$ cat src/hdl/trr_pkg.sv
// ----------------------------------------------------------------------------
// trr_pkg
// Shared widths, constants and types of the tagged register replica.
// ----------------------------------------------------------------------------
package trr_pkg;

	localparam int CLIENT_SLOTS_DEF = 16;

	localparam int ID_W     = 16;
	localparam int TIME_W   = 31;
	localparam int WRITER_W = 16;
	localparam int VALUE_W  = 32;
	localparam int REQ_W    = 31;
	localparam int ROLL_W   = 7;

	localparam int IN_DATA_W  = 136;
	localparam int IN_USER_W  = 3;
	localparam int OUT_DATA_W = 128;
	localparam int OUT_USER_W = 1;

	localparam logic [ROLL_W-1:0]  THRESH_RESET = 7'd100;
	localparam logic [VALUE_W-1:0] VALUE_RESET  = '1;

	localparam logic MODE_MESSAGE = 1'b0;
	localparam logic MODE_CLOSE   = 1'b1;

	// one client table entry
	typedef struct packed {
		logic [ID_W-1:0]  client;
		logic [REQ_W-1:0] last;
	} trr_entry_t;

endpackage

$ cat src/hdl/trr_slot_table.sv
// ----------------------------------------------------------------------------
// trr_slot_table
// Client table: entry memory with one write and one registered read port,
// plus a valid flag per slot that reset clears.
// ----------------------------------------------------------------------------
module trr_slot_table
	import trr_pkg::*;
#(
	parameter int CLIENT_SLOTS = CLIENT_SLOTS_DEF,
	localparam int IDX_W = (CLIENT_SLOTS > 1) ? $clog2(CLIENT_SLOTS) : 1
) (
	input  logic             clk,
	input  logic             arst_n,
	input  logic             rd_en,
	input  logic [IDX_W-1:0] rd_addr,
	output trr_entry_t       rd_entry,
	output logic             rd_valid,
	input  logic             wr_en,
	input  logic [IDX_W-1:0] wr_addr,
	input  trr_entry_t       wr_entry,
	input  logic             clr_en,
	input  logic [IDX_W-1:0] clr_addr
);

	trr_entry_t                mem_q [CLIENT_SLOTS];
	logic [CLIENT_SLOTS-1:0]   valid_q;
	trr_entry_t                rd_entry_q;
	logic                      rd_valid_q;

	always_ff @(posedge clk) begin
		if (wr_en) begin
			mem_q[wr_addr] <= wr_entry;
		end
		if (rd_en) begin
			rd_entry_q <= mem_q[rd_addr];
		end
	end

	always_ff @(posedge clk or negedge arst_n) begin
		if (!arst_n) begin
			valid_q    <= '0;
			rd_valid_q <= 1'b0;
		end else begin
			if (wr_en) begin
				valid_q[wr_addr] <= 1'b1;
			end
			if (clr_en) begin
				valid_q[clr_addr] <= 1'b0;
			end
			if (rd_en) begin
				rd_valid_q <= valid_q[rd_addr];
			end
		end
	end

	assign rd_entry = rd_entry_q;
	assign rd_valid = rd_valid_q;

endmodule

$ cat src/hdl/tagged_register_replica.sv
// ----------------------------------------------------------------------------
// tagged_register_replica
// Server replica of a multi-writer register: client table, tag check and
// acknowledge generation.
// ----------------------------------------------------------------------------
// One input word is taken at a time. The client table is walked one slot per
// cycle through its single read port. A message from a new client is then
// registered in a free slot, if the scan found one, before the decision; a
// close returns to idle straight after the scan. The decision waits while an
// earlier ack still sits in the output register. A rejected message and a
// close give no ack.
// ----------------------------------------------------------------------------
module tagged_register_replica
	import trr_pkg::*;
#(
	parameter int CLIENT_SLOTS = CLIENT_SLOTS_DEF
) (
	input  logic                  clk,
	input  logic                  arst_n,
	// client_id, tag_time, tag_writer, data_value, request_number, fail_roll
	input  logic [IN_DATA_W-1:0]  s_axis_tdata,
	// mode, first_in_connection, is_write
	input  logic [IN_USER_W-1:0]  s_axis_tuser,
	input  logic                  s_axis_tvalid,
	output logic                  s_axis_tready,
	// ack_client, ack_request, held_time, held_writer, held_value
	output logic [OUT_DATA_W-1:0] m_axis_tdata,
	// ack_is_write
	output logic [OUT_USER_W-1:0] m_axis_tuser,
	output logic                  m_axis_tvalid,
	input  logic                  m_axis_tready,
	input  logic                  cfg_we,
	input  logic [ROLL_W-1:0]     cfg_wdata
);

	localparam int IDX_W = (CLIENT_SLOTS > 1) ? $clog2(CLIENT_SLOTS) : 1;
	localparam int CNT_W = $clog2(CLIENT_SLOTS + 1);
	localparam logic [CNT_W-1:0] CNT_END = CNT_W'(CLIENT_SLOTS);

	typedef enum logic [3:0] {
		ST_IDLE   = 4'b0001,
		ST_SCAN   = 4'b0010,
		ST_REG    = 4'b0100,
		ST_DECIDE = 4'b1000
	} state_t;

	state_t               state_q;
	logic [CNT_W-1:0]     cnt_q;
	logic                 rd_vld_s1;
	logic [IDX_W-1:0]     idx_s1;
	logic                 match_hit_q;
	logic [IDX_W-1:0]     match_idx_q;
	logic [REQ_W-1:0]     match_last_q;
	logic                 free_hit_q;
	logic [IDX_W-1:0]     free_idx_q;
	logic [ROLL_W-1:0]    thresh_q;

	// latched input word
	logic                 mode_q;
	logic                 first_q;
	logic                 is_write_q;
	logic [ID_W-1:0]      id_q;
	logic [TIME_W-1:0]    ttime_q;
	logic [WRITER_W-1:0]  twriter_q;
	logic [VALUE_W-1:0]   value_q;
	logic [REQ_W-1:0]     req_q;
	logic [ROLL_W-1:0]    roll_q;

	logic [TIME_W-1:0]    stored_time_q;
	logic [WRITER_W-1:0]  stored_writer_q;
	logic [VALUE_W-1:0]   stored_value_q;

	logic                 out_vld_q;
	logic                 out_is_write_q;
	logic [ID_W-1:0]      out_client_q;
	logic [REQ_W-1:0]     out_req_q;
	logic [TIME_W-1:0]    out_time_q;
	logic [WRITER_W-1:0]  out_writer_q;
	logic [VALUE_W-1:0]   out_value_q;

	logic                 in_acc;
	logic                 rd_en;
	logic [IDX_W-1:0]     rd_addr;
	trr_entry_t           rd_entry;
	logic                 rd_valid;
	logic                 tbl_wr_en;
	logic [IDX_W-1:0]     tbl_wr_addr;
	trr_entry_t           tbl_wr_entry;
	logic                 tbl_clr_en;
	logic                 scan_done;
	logic                 hit_now;
	logic                 free_now;
	logic                 take_free;
	logic                 use_free;
	logic                 out_room;
	logic                 accept;
	logic                 greater;
	logic                 out_load;

	assign s_axis_tready = (state_q == ST_IDLE);
	assign in_acc        = s_axis_tvalid && s_axis_tready;

	assign rd_en     = (state_q == ST_SCAN) && (cnt_q != CNT_END);
	assign rd_addr   = cnt_q[IDX_W-1:0];
	assign scan_done = (state_q == ST_SCAN) && (cnt_q == CNT_END) && !rd_vld_s1;

	// shared compare on the slot just read
	assign hit_now  = rd_vld_s1 && rd_valid && (rd_entry.client == id_q) && (id_q != '0);
	assign free_now = rd_vld_s1 && !rd_valid;

	assign take_free = first_q && (id_q != '0) && free_hit_q;
	// the new slot wins lookup unless an older copy sits lower in the table
	assign use_free  = !match_hit_q || (free_idx_q < match_idx_q);

	assign out_room = !out_vld_q || m_axis_tready;
	assign accept   = (req_q >= match_last_q) && (roll_q < thresh_q);
	assign greater  = (ttime_q > stored_time_q) ||
	                  ((ttime_q == stored_time_q) && (twriter_q > stored_writer_q));
	assign out_load = (state_q == ST_DECIDE) && out_room && accept;

	always_comb begin
		tbl_wr_en    = 1'b0;
		tbl_wr_addr  = match_idx_q;
		tbl_wr_entry = '{client: id_q, last: req_q};
		if (state_q == ST_REG) begin
			tbl_wr_en    = 1'b1;
			tbl_wr_addr  = free_idx_q;
			tbl_wr_entry = '{client: id_q, last: '0};
		end else if (out_load && match_hit_q) begin
			tbl_wr_en = 1'b1;
		end
	end

	assign tbl_clr_en = scan_done && (mode_q == MODE_CLOSE) && match_hit_q;

	trr_slot_table #(
		.CLIENT_SLOTS(CLIENT_SLOTS)
	) u_table (
		.clk      (clk),
		.arst_n   (arst_n),
		.rd_en    (rd_en),
		.rd_addr  (rd_addr),
		.rd_entry (rd_entry),
		.rd_valid (rd_valid),
		.wr_en    (tbl_wr_en),
		.wr_addr  (tbl_wr_addr),
		.wr_entry (tbl_wr_entry),
		.clr_en   (tbl_clr_en),
		.clr_addr (match_idx_q)
	);

	// sequencer and control state
	always_ff @(posedge clk or negedge arst_n) begin
		if (!arst_n) begin
			state_q         <= ST_IDLE;
			cnt_q           <= '0;
			rd_vld_s1       <= 1'b0;
			match_hit_q     <= 1'b0;
			free_hit_q      <= 1'b0;
			thresh_q        <= THRESH_RESET;
			stored_time_q   <= '0;
			stored_writer_q <= '0;
			stored_value_q  <= VALUE_RESET;
			out_vld_q       <= 1'b0;
		end else begin
			if (cfg_we) begin
				thresh_q <= cfg_wdata;
			end
			rd_vld_s1 <= rd_en;
			unique case (state_q)
				ST_IDLE: begin
					if (in_acc) begin
						cnt_q       <= '0;
						match_hit_q <= 1'b0;
						free_hit_q  <= 1'b0;
						state_q     <= ST_SCAN;
					end
				end
				ST_SCAN: begin
					if (rd_en) begin
						cnt_q <= cnt_q + CNT_W'(1);
					end
					if (hit_now && !match_hit_q) begin
						match_hit_q <= 1'b1;
					end
					if (free_now && !free_hit_q) begin
						free_hit_q <= 1'b1;
					end
					if (scan_done) begin
						if (mode_q == MODE_CLOSE) begin
							state_q <= ST_IDLE;
						end else if (take_free) begin
							state_q <= ST_REG;
						end else begin
							state_q <= ST_DECIDE;
						end
					end
				end
				ST_REG: begin
					if (use_free) begin
						match_hit_q <= 1'b1;
					end
					state_q <= ST_DECIDE;
				end
				ST_DECIDE: begin
					if (out_load && greater) begin
						stored_time_q   <= ttime_q;
						stored_writer_q <= twriter_q;
						stored_value_q  <= value_q;
					end
					if (out_room) begin
						state_q <= ST_IDLE;
					end
				end
				default: begin
					state_q <= ST_IDLE;
				end
			endcase
			if (out_load) begin
				out_vld_q <= 1'b1;
			end else if (m_axis_tready) begin
				out_vld_q <= 1'b0;
			end
		end
	end

	// payload registers
	always_ff @(posedge clk) begin
		if (in_acc) begin
			first_q      <= s_axis_tuser[1];
			mode_q       <= s_axis_tuser[0];
			is_write_q   <= s_axis_tuser[2];
			id_q         <= s_axis_tdata[15:0];
			ttime_q      <= s_axis_tdata[46:16];
			twriter_q    <= s_axis_tdata[62:47];
			value_q      <= s_axis_tdata[94:63];
			req_q        <= s_axis_tdata[125:95];
			roll_q       <= s_axis_tdata[132:126];
			match_last_q <= '0;
		end
		idx_s1 <= rd_addr;
		if ((state_q == ST_SCAN) && hit_now && !match_hit_q) begin
			match_idx_q  <= idx_s1;
			match_last_q <= rd_entry.last;
		end
		if ((state_q == ST_SCAN) && free_now && !free_hit_q) begin
			free_idx_q <= idx_s1;
		end
		if ((state_q == ST_REG) && use_free) begin
			match_idx_q  <= free_idx_q;
			match_last_q <= '0;
		end
		if (out_load) begin
			out_is_write_q <= is_write_q;
			out_client_q   <= id_q;
			out_req_q      <= req_q;
			out_time_q     <= greater ? ttime_q : stored_time_q;
			out_writer_q   <= greater ? twriter_q : stored_writer_q;
			out_value_q    <= greater ? value_q : stored_value_q;
		end
	end

	assign m_axis_tvalid = out_vld_q;
	assign m_axis_tuser  = out_is_write_q;
	assign m_axis_tdata  = {2'b00, out_value_q, out_writer_q, out_time_q, out_req_q,
	                        out_client_q};

	// no table write while the scan is reading it
	a_no_write_in_scan: assert property (@(posedge clk) disable iff (!arst_n)
		(state_q == ST_SCAN) |-> (!tbl_wr_en && !out_load))
		else $error("table written during scan");

	// a found slot always lies inside the table
	a_match_in_range: assert property (@(posedge clk) disable iff (!arst_n)
		((state_q == ST_DECIDE) && match_hit_q) |->
			(32'(match_idx_q) < 32'(CLIENT_SLOTS)))
		else $error("slot index beyond table");

	// registration leaves the decision with a slot to update
	a_reg_gives_slot: assert property (@(posedge clk) disable iff (!arst_n)
		(state_q == ST_REG) |=> (match_hit_q && (state_q == ST_DECIDE)))
		else $error("registration lost its slot");

	// a new ack never overwrites one that is still waiting
	a_no_overwrite: assert property (@(posedge clk) disable iff (!arst_n)
		out_load |-> (!m_axis_tvalid || m_axis_tready))
		else $error("ack overwritten");

endmodule
$ cat config.mk
export PLATFORM = sky130hd
export DESIGN_NAME = tagged_register_replica
export DESIGN_NICKNAME = d
export VERILOG_FILES = /design/src/hdl/trr_pkg.sv /design/src/hdl/trr_slot_table.sv /design/src/hdl/tagged_register_replica.sv
export SDC_FILE = /design/constraint.sdc
export NUM_CORES = 1
export LEC_CHECK = 0
export ABC_AREA = 0
export BUFFER_PORTS_ARGS = -buffer_cell sky130_fd_sc_hd__buf_2
export CAP_MARGIN = 40
export CELL_PAD_IN_SITES_DETAIL_PLACEMENT = 0
export CELL_PAD_IN_SITES_GLOBAL_PLACEMENT = 2
export CORE_ASPECT_RATIO = 1.2
export CORE_MARGIN = 2
export CORE_UTILIZATION = 47
export DETAILED_ROUTE_END_ITERATION = 7
export GPL_ROUTABILITY_DRIVEN = 0
export PLACE_DENSITY = 0.81
export SLEW_MARGIN = 20
export SYNTH_ARGS = -nofsm -noshare
export SYNTH_HDL_FRONTEND = slang
export SYNTH_SLANG_ARGS = --single-unit
export TNS_END_PERCENT = 20
$ cat constraint.sdc
create_clock -name clk -period 5.8 [get_ports clk]
set_input_delay 0.87 -clock clk [delete_from_list [all_inputs] [get_ports clk]]
set_output_delay 0.87 -clock clk [all_outputs]
set_load 0.05 [all_outputs]
==> flow_metrics.py <==
metrics = {
    "clock_tree": {
        "postCtsSetupBuffers": 0,
        "clock_sinks": 1221,
        "tritoncts": "done",
        "numCtsBuffers": 119,
        "hold_buffers": 0,
        "clkLatencyLatePin_ns": 0.71,
        "cts_resized": 0,
        "cts_root_buf": "clkbuf_16",
        "clk_path_buf_depth": 3,
        "clkTransAtPathRegs_ns": 0.06,
        "htreeDepth": 3,
    },
    "global_route": {
        "grtUsageTotal": 0.202,
        "overflow": 0,
        "grt_pass1_wl_um": 155000,
        "grt_pass1_vias": 24700,
        "grt_max_degree": 134,
        "antenna_found_initial": 10,
    },
    "routing": {
        "post_drt_wl_per_cell_um": 24.9,
        "wl_um": 104000,
        "via_per_inst": 5.68,
        "vias": 23800,
        "antenna_left": 0,
        "drt_first_pass_iters": 5,
        "drt_iter0_markers": 2087,
        "drc": 0,
    },
    "sta": {
        "relSlewSlack": 0.394,
        "hold_viol": 0,
        "period_share": 0.757,
        "skew_ns": 0.0294,
        "setup_viol": 0,
        "period_needed_ns": 4.39,
        "fmax_ghz": 0.228,
        "tns_ns": 0,
        "rsz0062_at_grt": "false",
        "slew_viol_final": 0,
        "tightest_slew_ns": 0.907,
    },
    "critical_path": {
        "critical_path_buf_inv_count": 2,
        "worstPathRequired_ns": 6.15,
        "worst_path_dominant_cell_family": "compound AO/OA/AOI/OAI gates",
        "rrSetupSlack_ns": 1.41,
        "path_cells": "ha_1, nand4_1, nor4_1, buf_4, nand2_1, o21ai_0, o21a_1, o21ai_2, o31a_1, nor2_4, buf_12",
        "worst_setup_path_end_kind": "flop",
        "crit_type": "reg2reg",
        "timing.rr.start": "req_q[21]",
        "reg2reg_depth": 11,
        "crit_path_start_kind": "flop",
        "arrival_ns": 4.74,
        "crit_path_max_incr_delay_ns": 0.63,
        "crit_fanout": 38,
        "critPathSlowestCell": "o31a_1",
        "r2r_end": "u_table.mem_q[1][16]",
    },
    "die": {
        "die_x_um": 294,
        "initial_utilization": 0.474,
        "fp-row-count": 127,
        "core_um2": 99800,
        "io_pins": 282,
        "fp.dieH_um": 351,
        "die_area_um2": 103000,
    },
    "synth": {
        "synth_edf_count": 1070,
        "ys_seq_area_frac": 0.757,
        "synth_cells": 2402,
        "synth_area_um2": 47300,
        "ys_types": 53,
        "ys.flop_type": "edfxtp_1",
        "synth_seq_cells": 1221,
        "yosysWarnings": 0,
        "async_flop_share": 0.0950,
        "postSynthAreaPerCell_um2": 19.7,
        "synthTopCellsByArea": "edfxtp_1 68%, mux4_2 11%, dfrtp_1 4.2%",
        "synth_area_leader_cell": "edfxtp_1",
        "synth.top_cell.area_share": 0.680,
    },
    "placement": {
        "dp_hpwl_um": 59200,
        "portBuffers": 276,
    },
    "power": {
        "power_density_nw_per_um2": 424,
        "total_power_uw": 23300,
        "p_leak_uw": 0.0186,
        "max-vdd-ir-drop_v": 0.000281,
    },
    "run_status": {
        "status": "finished, final reports clean",
    },
    "job": {
        "maxCapViolCount": 0,
    },
    "cells_and_area": {
        "area_growth_pct": 16.0,
        "layout_common_cells": "1070 x edfxtp_1, 275 x buf_2, 240 x mux4_2",
        "layout-drive-gt1-share": 0.331,
        "fillers": 7577,
        "finish.net_count": 3030,
        "final_common_cell": "edfxtp_1",
    },
    "worst_hold_path": {
        "hold_path_class": "in2async",
    },
}
## cell usage after synthesis (all sizes together) (5+ instances only)
cell type / n
clkbuf: 48
o21a: 6
xnor2: 13
dfstp: 36
mux4: 240
mux2: 120
a21oi: 85
dfrtp: 80
a21o: 13
xor2: 6
dfxtp: 35
nand2b: 8
ha: 89
nor2b: 34
nor2: 41
nand3: 40
edfxtp: 1070
o21ai: 72
nor4: 6
nand4: 15
nor3: 5
o22ai: 18
nand2: 118
nand3b: 7
inv: 113
buf: 51
## sequential cells by signal, summed over array words and instances (netlist names), 31 cells and up
signal,flops
u_table.mem_q,752
out_time_q,31
stored_value_q,32
stored_time_q,31
out_req_q,31
u_table.rd_entry,47
out_value_q,32
req_q,31
ttime_q,31
match_last_q,31
value_q,32
## worst register-to-register path: stages (launching register included)
cell      delay, ns
edfxtp_1       0.42
ha_1           0.33
nand4_1        0.22
nor4_1         0.46
buf_4          0.22
nand2_1        0.05
o21ai_0        0.31
o21a_1         0.20
o21ai_2        0.24
o31a_1         0.63
nor2_4         0.54
buf_12         0.34
## through the flow
stage	std cells	cell area (um^2)	hold slack, ns	setup slack (ns)	utilization
after floorplan	2403	47300	0.345	1.18	-
after global placement	3922	50500	0.402	1.03	0.506
after detailed placement	3937	50700	0.413	1.42	0.508
after CTS	4160	54700	0.0727	1.40	0.548
after global routing	4182	54900	0.107	1.14	0.550
final	4184	54900	0.101	1.41	0.550
## logic make-up (layout without fill, tap and decap cells)
| group | Yosys count | after routing | synth area share |
|---|---|---|---|
| xor+xnor | 19 | 19 | 0.00352 |
| buf+inv | 212 | 701 | 0.0186 |
| simple gates | 286 | 286 | 0.0289 |
| other cells | 1 | 4 | 0.0000793 |
| flops | 1221 | 1221 | 0.757 |
| compound gates | 214 | 214 | 0.0257 |
| fa+ha+maj | 89 | 89 | 0.0236 |
| mux | 360 | 360 | 0.143 |
## worst max path at each step
stage | from | endpoint | slack, ns | depth (start not counted)
floorplan | state_q[0] | cnt_q[0] | 1.18 | 6
global placement | m_axis_tready | u_table.mem_q[0][12] | 1.03 | 8
detailed placement | req_q[22] | u_table.mem_q[0][11] | 1.42 | 11
CTS | req_q[22] | u_table.mem_q[0][21] | 1.40 | 11
global route | req_q[22] | u_table.mem_q[1][21] | 1.14 | 11
finish | req_q[21] | u_table.mem_q[1][16] | 1.41 | 11
## area by class of cell
class | count | area, um^2 | share of cell area
Sequential cell | 1221 | 35800 | 0.652
Multi-Input combinational cell | 970 | 10800 | 0.196
Clock buffer | 162 | 3310 | 0.0603
Timing Repair Buffer | 365 | 2250 | 0.0410
Tap cell | 1290 | 1610 | 0.0294
Clock inverter | 61 | 676 | 0.0123
Inverter | 113 | 434 | 0.00791
Antenna cell | 2 | 5.00 | 0.0000912
## metal layers
| layer | wire length, um | global-route usage | share of wire | up-vias |
|---|---|---|---|---|
| li1 | - | - | - | 10300 |
| met1 | 42700 | 0.267 | 0.41 | 12400 |
| met2 | 52000 | 0.344 | 0.50 | 850 |
| met3 | 6420 | 0.0338 | 0.062 | 202 |
| met4 | 2740 | 0.0649 | 0.026 | 14 |
| met5 | 103 | 0 | 0.00099 | - |
## where the power goes
part           leakage [uW]  switching, uW  internal (uW)
clock               0.00194           3270           4540
combinational       0.00524           2230           1990
sequential           0.0114            512          10700
Note: power is estimated with default switching activity, not from simulation.
